$ cat src/rtl/oas_pkg.sv
// Shared types and constants for the obstacle avoidance steering block.
`default_nettype none
package oas_pkg;

    localparam int DIST_W  = 8;
    localparam int SPEED_W = 11;
    localparam int LIMIT_W = 10;
    localparam int WHEEL_W = 13;
    localparam int CFG_IDX_W  = 2;
    localparam int CFG_DATA_W = 11;

    // Configuration register indexes.
    localparam logic [CFG_IDX_W-1:0] REG_STOP_DISTANCE = 2'd0;
    localparam logic [CFG_IDX_W-1:0] REG_CRUISE_SPEED  = 2'd1;
    localparam logic [CFG_IDX_W-1:0] REG_TURN_SPEED    = 2'd2;
    localparam logic [CFG_IDX_W-1:0] REG_ERROR_LIMIT   = 2'd3;

    localparam logic [DIST_W-1:0]  RST_STOP_DISTANCE = 8'd50;
    localparam logic [SPEED_W-1:0] RST_CRUISE_SPEED  = 11'd1200;
    localparam logic [SPEED_W-1:0] RST_TURN_SPEED    = 11'd900;
    localparam logic [LIMIT_W-1:0] RST_ERROR_LIMIT   = 10'd1000;

    // Division by 25 as multiply by ceil(2^17 / 25) and shift; exact for magnitudes
    // below 43690, and the steering sum never exceeds 17850.
    localparam logic [12:0] DIV25_MUL   = 13'd5243;
    localparam int          DIV25_SHIFT = 17;

    typedef struct packed {
        logic [DIST_W-1:0]  stop_distance;
        logic [SPEED_W-1:0] cruise_speed;
        logic [SPEED_W-1:0] turn_speed;
        logic [LIMIT_W-1:0] error_limit;
    } t_cfg;

    typedef struct packed {
        logic spin_parity;
        logic was_free_running;
    } t_steer_state;

endpackage
`default_nettype wire

$ cat src/rtl/oas_cfg_regs.sv
// Configuration register file for the steering block.
`default_nettype none
module oas_cfg_regs (
    input  wire logic                           i_clk,
    input  wire logic                           i_rst_n,
    input  wire logic                           i_cfg_valid,
    input  wire logic [oas_pkg::CFG_IDX_W-1:0]  i_cfg_index,
    input  wire logic [oas_pkg::CFG_DATA_W-1:0] i_cfg_data,
    output oas_pkg::t_cfg                       o_cfg
);

    oas_pkg::t_cfg r_cfg;

    always_ff @(posedge i_clk) begin
        if (!i_rst_n) begin
            r_cfg.stop_distance <= oas_pkg::RST_STOP_DISTANCE;
            r_cfg.cruise_speed  <= oas_pkg::RST_CRUISE_SPEED;
            r_cfg.turn_speed    <= oas_pkg::RST_TURN_SPEED;
            r_cfg.error_limit   <= oas_pkg::RST_ERROR_LIMIT;
        end else if (i_cfg_valid) begin
            case (i_cfg_index)
                oas_pkg::REG_STOP_DISTANCE: begin
                    r_cfg.stop_distance <= i_cfg_data[oas_pkg::DIST_W-1:0];
                end
                oas_pkg::REG_CRUISE_SPEED: begin
                    r_cfg.cruise_speed <= i_cfg_data[oas_pkg::SPEED_W-1:0];
                end
                oas_pkg::REG_TURN_SPEED: begin
                    r_cfg.turn_speed <= i_cfg_data[oas_pkg::SPEED_W-1:0];
                end
                oas_pkg::REG_ERROR_LIMIT: begin
                    r_cfg.error_limit <= i_cfg_data[oas_pkg::LIMIT_W-1:0];
                end
                default: begin
                end
            endcase
        end
    end

    assign o_cfg = r_cfg;

endmodule
`default_nettype wire

$ cat src/rtl/oas_steer_calc.sv
// Combinational steering datapath: obstacle test, weighted error and wheel speeds.
`default_nettype none
module oas_steer_calc (
    input  wire logic [oas_pkg::DIST_W-1:0] i_d0,
    input  wire logic [oas_pkg::DIST_W-1:0] i_d1,
    input  wire logic [oas_pkg::DIST_W-1:0] i_d2,
    input  wire logic [oas_pkg::DIST_W-1:0] i_d3,
    input  wire oas_pkg::t_cfg              i_cfg,
    input  wire oas_pkg::t_steer_state      i_state,
    output oas_pkg::t_steer_state           o_state,
    output logic signed [oas_pkg::WHEEL_W-1:0] o_left,
    output logic signed [oas_pkg::WHEEL_W-1:0] o_right,
    output logic                            o_obstacle
);

    logic [3:0]  near;
    logic [7:0]  a0, a1, a2, a3;
    logic signed [15:0] sum;
    logic [14:0] mag;
    logic [27:0] prod;
    logic [9:0]  quot;
    logic [9:0]  clamped;
    logic signed [12:0] err;
    logic        parity;
    logic signed [12:0] turn;
    logic signed [12:0] cruise;

    // A missing reading counts as 255, so its distance deficit is zero.
    assign a0 = (i_d0 == 8'd0) ? 8'd0 : (8'd255 - i_d0);
    assign a1 = (i_d1 == 8'd0) ? 8'd0 : (8'd255 - i_d1);
    assign a2 = (i_d2 == 8'd0) ? 8'd0 : (8'd255 - i_d2);
    assign a3 = (i_d3 == 8'd0) ? 8'd0 : (8'd255 - i_d3);

    assign near[0] = (i_d0 != 8'd0) && (i_d0 < i_cfg.stop_distance);
    assign near[1] = (i_d1 != 8'd0) && (i_d1 < i_cfg.stop_distance);
    assign near[2] = (i_d2 != 8'd0) && (i_d2 < i_cfg.stop_distance);
    assign near[3] = (i_d3 != 8'd0) && (i_d3 < i_cfg.stop_distance);
    assign o_obstacle = |near;

    assign sum = 16'sd50 * ($signed({8'd0, a3}) - $signed({8'd0, a0}))
               + 16'sd10 * ($signed({8'd0, a1}) + $signed({8'd0, a2}));

    // Truncation toward zero: divide the magnitude, then restore the sign.
    assign mag  = sum[15] ? 15'(-sum) : sum[14:0];
    assign prod = {13'd0, mag} * {15'd0, oas_pkg::DIV25_MUL};
    assign quot = prod[oas_pkg::DIV25_SHIFT +: 10];
    assign clamped = (quot > i_cfg.error_limit) ? i_cfg.error_limit : quot;
    assign err = sum[15] ? -$signed({3'd0, clamped}) : $signed({3'd0, clamped});

    assign cruise = $signed({2'd0, i_cfg.cruise_speed});
    assign turn   = $signed({2'd0, i_cfg.turn_speed});

    // Each fresh obstacle after free running flips the spin direction.
    assign parity = i_state.spin_parity ^ i_state.was_free_running;

    always_comb begin
        if (o_obstacle) begin
            o_state.spin_parity      = parity;
            o_state.was_free_running = 1'b0;
            o_left  = parity ? turn : -turn;
            o_right = parity ? -turn : turn;
        end else begin
            o_state.spin_parity      = i_state.spin_parity;
            o_state.was_free_running = 1'b1;
            o_left  = cruise - err;
            o_right = cruise + err;
        end
    end

endmodule
`default_nettype wire

$ cat src/rtl/obstacle_avoid_steering.sv
// Path: an accepted item goes to the input register, then to the result register, which can stall.
// Throughput: one item per cycle while the result is not stalled.
// The input side stalls only when both registers hold items and the result is stalled.
// Synchronous active-low reset empties both stages, clears the spin state and
// restores the configuration registers to their defaults.
`default_nettype none
module obstacle_avoid_steering (
    input  wire logic                           i_clk,
    input  wire logic                           i_rst_n,
    input  wire logic                           i_in_valid,
    output logic                                o_in_stall,
    input  wire logic [oas_pkg::DIST_W-1:0]     i_diag_left_distance,
    input  wire logic [oas_pkg::DIST_W-1:0]     i_left_distance,
    input  wire logic [oas_pkg::DIST_W-1:0]     i_right_distance,
    input  wire logic [oas_pkg::DIST_W-1:0]     i_diag_right_distance,
    output logic                                o_out_valid,
    input  wire logic                           i_out_stall,
    output logic signed [oas_pkg::WHEEL_W-1:0]  o_left_wheel_speed,
    output logic signed [oas_pkg::WHEEL_W-1:0]  o_right_wheel_speed,
    output logic                                o_obstacle_seen,
    input  wire logic                           i_cfg_valid,
    output logic                                o_cfg_ready,
    input  wire logic [oas_pkg::CFG_IDX_W-1:0]  i_cfg_index,
    input  wire logic [oas_pkg::CFG_DATA_W-1:0] i_cfg_data
);

    oas_pkg::t_cfg         cfg;
    oas_pkg::t_steer_state r_state, n_state;

    logic r_s1_valid, n_s1_valid;
    logic [oas_pkg::DIST_W-1:0] r_d0, r_d1, r_d2, r_d3;
    logic r_out_valid, n_out_valid;
    logic signed [oas_pkg::WHEEL_W-1:0] r_left, r_right, n_left, n_right;
    logic r_obstacle, n_obstacle;

    logic out_free;
    logic s1_move;
    logic in_take;

    assign o_cfg_ready = 1'b1;

    oas_cfg_regs u_cfg (
        .i_clk       (i_clk),
        .i_rst_n     (i_rst_n),
        .i_cfg_valid (i_cfg_valid),
        .i_cfg_index (i_cfg_index),
        .i_cfg_data  (i_cfg_data),
        .o_cfg       (cfg)
    );

    oas_steer_calc u_calc (
        .i_d0       (r_d0),
        .i_d1       (r_d1),
        .i_d2       (r_d2),
        .i_d3       (r_d3),
        .i_cfg      (cfg),
        .i_state    (r_state),
        .o_state    (n_state),
        .o_left     (n_left),
        .o_right    (n_right),
        .o_obstacle (n_obstacle)
    );

    // The result register can take a new item when empty or being emptied.
    assign out_free   = !r_out_valid || !i_out_stall;
    assign s1_move    = r_s1_valid && out_free;
    assign o_in_stall = r_s1_valid && !out_free;
    assign in_take    = i_in_valid && !o_in_stall;

    always_comb begin
        n_s1_valid = r_s1_valid;
        if (in_take) begin
            n_s1_valid = 1'b1;
        end else if (s1_move) begin
            n_s1_valid = 1'b0;
        end
        n_out_valid = r_out_valid;
        if (s1_move) begin
            n_out_valid = 1'b1;
        end else if (!i_out_stall) begin
            n_out_valid = 1'b0;
        end
    end

    always_ff @(posedge i_clk) begin
        if (!i_rst_n) begin
            r_s1_valid              <= 1'b0;
            r_out_valid             <= 1'b0;
            r_state.spin_parity      <= 1'b0;
            r_state.was_free_running <= 1'b0;
        end else begin
            r_s1_valid  <= n_s1_valid;
            r_out_valid <= n_out_valid;
            if (s1_move) begin
                r_state <= n_state;
            end
        end
    end

    always_ff @(posedge i_clk) begin
        if (in_take) begin
            r_d0 <= i_diag_left_distance;
            r_d1 <= i_left_distance;
            r_d2 <= i_right_distance;
            r_d3 <= i_diag_right_distance;
        end
        if (s1_move) begin
            r_left     <= n_left;
            r_right    <= n_right;
            r_obstacle <= n_obstacle;
        end
    end

    assign o_out_valid         = r_out_valid;
    assign o_left_wheel_speed  = r_left;
    assign o_right_wheel_speed = r_right;
    assign o_obstacle_seen     = r_obstacle;

endmodule
`default_nettype wire

$ cat config.mk
export PLATFORM = sky130hd
export DESIGN_NAME = obstacle_avoid_steering
export DESIGN_NICKNAME = d
export VERILOG_FILES = /design/src/rtl/oas_pkg.sv /design/src/rtl/oas_cfg_regs.sv /design/src/rtl/oas_steer_calc.sv /design/src/rtl/obstacle_avoid_steering.sv
export SDC_FILE = /design/constraint.sdc
export NUM_CORES = 1
export LEC_CHECK = 0
export BUFFER_PORTS_ARGS = -buffer_cell sky130_fd_sc_hd__buf_2
export CAP_MARGIN = 5
export CORE_MARGIN = 2
export CORE_UTILIZATION = 48
export CTS_BUF_LIST = sky130_fd_sc_hd__clkbuf_2
export DETAILED_ROUTE_END_ITERATION = 12
export PLACE_DENSITY = 0.65
export SYNTH_ARGS = -nofsm -noshare
export SYNTH_HDL_FRONTEND = slang
export SYNTH_HIERARCHICAL = 1
export SYNTH_SLANG_ARGS = --single-unit
$ cat constraint.sdc
create_clock -name i_clk -period 19.1 [get_ports i_clk]
set_input_delay 1.91 -clock i_clk [delete_from_list [all_inputs] [get_ports i_clk]]
set_output_delay 1.91 -clock i_clk [all_outputs]
set_load 0.02 [all_outputs]
==> flow_metrics.env <==
export IMPL_drive_gt1_share_pct=8.63
export IMPL_synth_edf_count=59
export IMPL_track_usage_pct=20.5
export IMPL_synth_ff_type="edfxtp_1"
export IMPL_hold_class="reg2reg"
export IMPL_crit_arrival_ns=18.07
export IMPL_synthMuxAreaShare_pct=3.11
export IMPL_antenna_found_initial=1
export IMPL_synth_seq_cells=103
export IMPL_numCtsBuffers=9
export IMPL_synth_simple_gate_area_share_pct=13.3
export IMPL_coreArea_um2=26700
export IMPL_cts_root_buffer="clkbuf_2"
export IMPL_status="finished clean"
export IMPL_io_buffers=78
export IMPL_layoutNonFillerInstCount=1814
export IMPL_async_reset_ff_share_pct=0
export IMPL_drcViolationCount=0
export IMPL_yosysWarnings=6
export IMPL_synthAdderAreaFrac_pct=33.7
export IMPL_routedWlPerCell_um=15.5
export IMPL_synth_xor_xnor_area_share_pct=7.67
export IMPL_crit_type="reg2reg"
export IMPL_relSlewSlack_pct=26.3
export IMPL_die_area_um2=28200
export IMPL_hold_worst_slack_ns=0.484
export IMPL_setup_violations=0
export IMPL_fmax_mhz=56.8
export IMPL_fin_crit_sh_pct=92.1
export IMPL_syn_area_per_cell_um2=9.17
export IMPL_ys_seq_area_share_pct=20.5
export IMPL_clock_latency_ns=0.65
export IMPL_num_vias=9790
export IMPL_place_inst=1797
export IMPL_final_hold_viol_count=0
export IMPL_netlist_area_um2=12900
export IMPL_clock_sinks=103
export IMPL_antenna_left=0
export IMPL_post_cts_setup_buffers=0
export IMPL_max_cap_violations=0
export IMPL_end_kind="flop"
export IMPL_die_x_um=168
export IMPL_whs_path_depth=2
export IMPL_dp_hpwl_um=23300
export IMPL_start_util_pct=48.5
export IMPL_dr_pass1_iters=5
export IMPL_cpMostUsedCell="ha_1"
export IMPL_via_per_inst=5.40
export IMPL_cpPeakStageDelay_ns=0.73
export IMPL_row_count=60
export IMPL_min_period_ns=17.60
export IMPL_grt_overflow_total=0
export IMPL_synth_compound_area_share_pct=14.7
export IMPL_synth_top_family_by_area="adder cells"
export IMPL_setup_slack_ns=1.50
export IMPL_ff2ff_path_depth=70
export IMPL_crit_path_start_kind="flop"
export IMPL_grt_max_degree=62
export IMPL_clock_skew_ns=0.0450
export IMPL_drt_iter0_markers=499
export IMPL_ctsLongestPathBuffers=2
export IMPL_cts_tree="done"
export IMPL_ys_types=83
export IMPL_die_h_um=168
export IMPL_syn_num_nets=1762
export IMPL_grt_pass1_vias=9683
export IMPL_globalplace_congestion=0.898
export IMPL_io_pins=80
export IMPL_worstMarginPinSlew_ns=1.10
export IMPL_cp_required_ns=19.58
export IMPL_fin_setup_tns_ns=0
export IMPL_dpl_worst_slack_ns=1.42
export IMPL_cp_max_fo=21
export IMPL_synth_cells=1408
export IMPL_maxSlewViolCount=0
export IMPL_grt_pass1_wl_um=47300
export IMPL_nets=1821
export IMPL_area_growth_pct=6.54
export IMPL_wirelength_um=28200
export IMPL_crit_path_top_delay_cell="xor2_1"
export IMPL_cts_max_level=3
export IMPL_clkTransAtPathRegs_ns=0.35
[registers in the layout, indices dropped and copies added (netlist names)]
name and cells:
u_cfg/o_cfg 40, o_left_wheel_speed 13, o_right_wheel_speed 13, r_d0 8, r_d1 8, r_d2 8, r_d3 8, r_state 2
o_obstacle_seen 1, o_out_valid 1, r_s1_valid 1
[path summary, 6_finish.rpt]
| check | endpoint | from | slack [ns] |
|---|---|---|---|
| worst max-delay path | o_left_wheel_speed[12] | r_d3[3] | 1.50 |
| worst min-delay path | u_cfg/o_cfg[38] | u_cfg/o_cfg[38] | 0.48 |
| worst max register to register | o_left_wheel_speed[12] | r_d3[3] | 1.50 |
| worst min register to register | u_cfg/o_cfg[38] | u_cfg/o_cfg[38] | 0.48 |
[logic make-up (layout without fill, tap and decap cells)]
kind of cell             count (synthesis)  count (layout)
multiplexers                            40              40
XOR/XNOR                               109             109
AND/OR/NAND/NOR                        343             343
adder cells (fa/ha/maj)                304             304
flip-flops                             103             103
buffers and inverters                  229             293
AO/OA/AOI/OAI                          279             279
other                                    1               2
[critical path, delay by kind of cell, from the launching register on]
family | cells | cell delay [ns]
xor+xnor | 6 | 1.94
flops | 1 | 0.52
compound gates | 28 | 5.70
simple gates | 15 | 3.24
fa+ha+maj | 14 | 5.39
buf+inv | 7 | 0.62
[synthesized netlist by cell type (4+ instances only)]
| library cell | n | area, µm² |
|---|---|---|
| edfxtp_1 | 59 | 1770 |
| o211ai_1 | 12 | 90.1 |
| a21oi_1 | 97 | 485 |
| nand3_1 | 13 | 65.1 |
| nand4_1 | 7 | 43.8 |
| a221oi_1 | 4 | 35.0 |
| a21o_1 | 27 | 203 |
| and3_1 | 6 | 37.5 |
| buf_1 | 4 | 15.0 |
| clkbuf_1 | 20 | 75.1 |
| o21ai_0 | 44 | 220 |
| and2_1 | 4 | 25.0 |
| nand2_1 | 87 | 327 |
| mux2i_1 | 39 | 390 |
| a2111oi_4 | 4 | 110 |
| or2_2 | 4 | 25.0 |
| buf_2 | 6 | 30.0 |
| or3_1 | 6 | 37.5 |
| o21ai_1 | 7 | 35.0 |
| or4_1 | 4 | 30.0 |
| o21a_1 | 11 | 82.6 |
| nor2_1 | 98 | 368 |
| fa_1 | 74 | 1480 |
| a31oi_1 | 6 | 37.5 |
| inv_1 | 195 | 732 |
| a211oi_1 | 11 | 82.6 |
| dfxtp_1 | 44 | 881 |
| ha_1 | 230 | 2880 |
| xnor2_1 | 66 | 578 |
| nor3b_1 | 4 | 30.0 |
| xor2_1 | 40 | 350 |
| nor3_1 | 17 | 85.1 |
| o21bai_1 | 16 | 120 |
| nor4_1 | 7 | 43.8 |
| nand2b_1 | 30 | 188 |
| nor2b_1 | 33 | 206 |
[layout by cell type (no fill, tap or decap), types with 6 or more instances in the layout]
cell      synthesis  layout
ha_1            230     230
inv_1           195     195
a21oi_1          97      97
nor2_1           98      97
nand2_1          87      87
buf_2             6      78
fa_1             74      74
xnor2_1          66      66
edfxtp_1         59      59
dfxtp_1          44      44
o21ai_0          44      44
mux2i_1          39      39
xor2_1           40      39
nor2b_1          33      32
nand2b_1         30      30
a21o_1           27      27
nor3_1           17      17
o21bai_1         16      16
nand3_1          13      13
o211ai_1         12      12
o21a_1           11      11
a211oi_1         11      11
clkbuf_2          0       9
nor4_1            7       7
o21ai_1           7       7
nand4_1           7       7
and3_1            6       6
or3_1             6       6
a31oi_1           6       6
[final cells by class]
cell class              count  area, µm²
flip-flops and latches    103       2650
diodes                      1       2.50
fillers                  2507      12900
multi-input cells        1076       9390
clock buffers               9       45.0
well taps                 341        427
inverters                 195        732
repair buffers             82        420
clock inverters             7       91.3
[stage by stage]
step / area [µm²] / utilization [%]
CTS: 13700 / 51.6
global route: 13800 / 51.6
detailed placement: 13600 / 51.1
floorplan: 12900 / -
global placement: 13600 / 51.1
finish: 13800 / 51.6
[layer usage]
metal  up-vias  share of wire [%]  global-route usage [%]
met1      4625                 49                    28.0
li1       4981                  -                       -
met3        30                2.6                    1.90
met2       154                 47                    35.3
met5         -                  0                       0
met4         0                1.8                    5.07
[repair_timing]
item / CTS / global route
hold buffers: 0 / 0
endpoints found under the setup margin: 0 / 8
gates resized for setup: 0 / 2
Power is left out: the tool's default activity adds up to more than one toggle a clock period on the data nets, which glitch-free logic cannot reach.
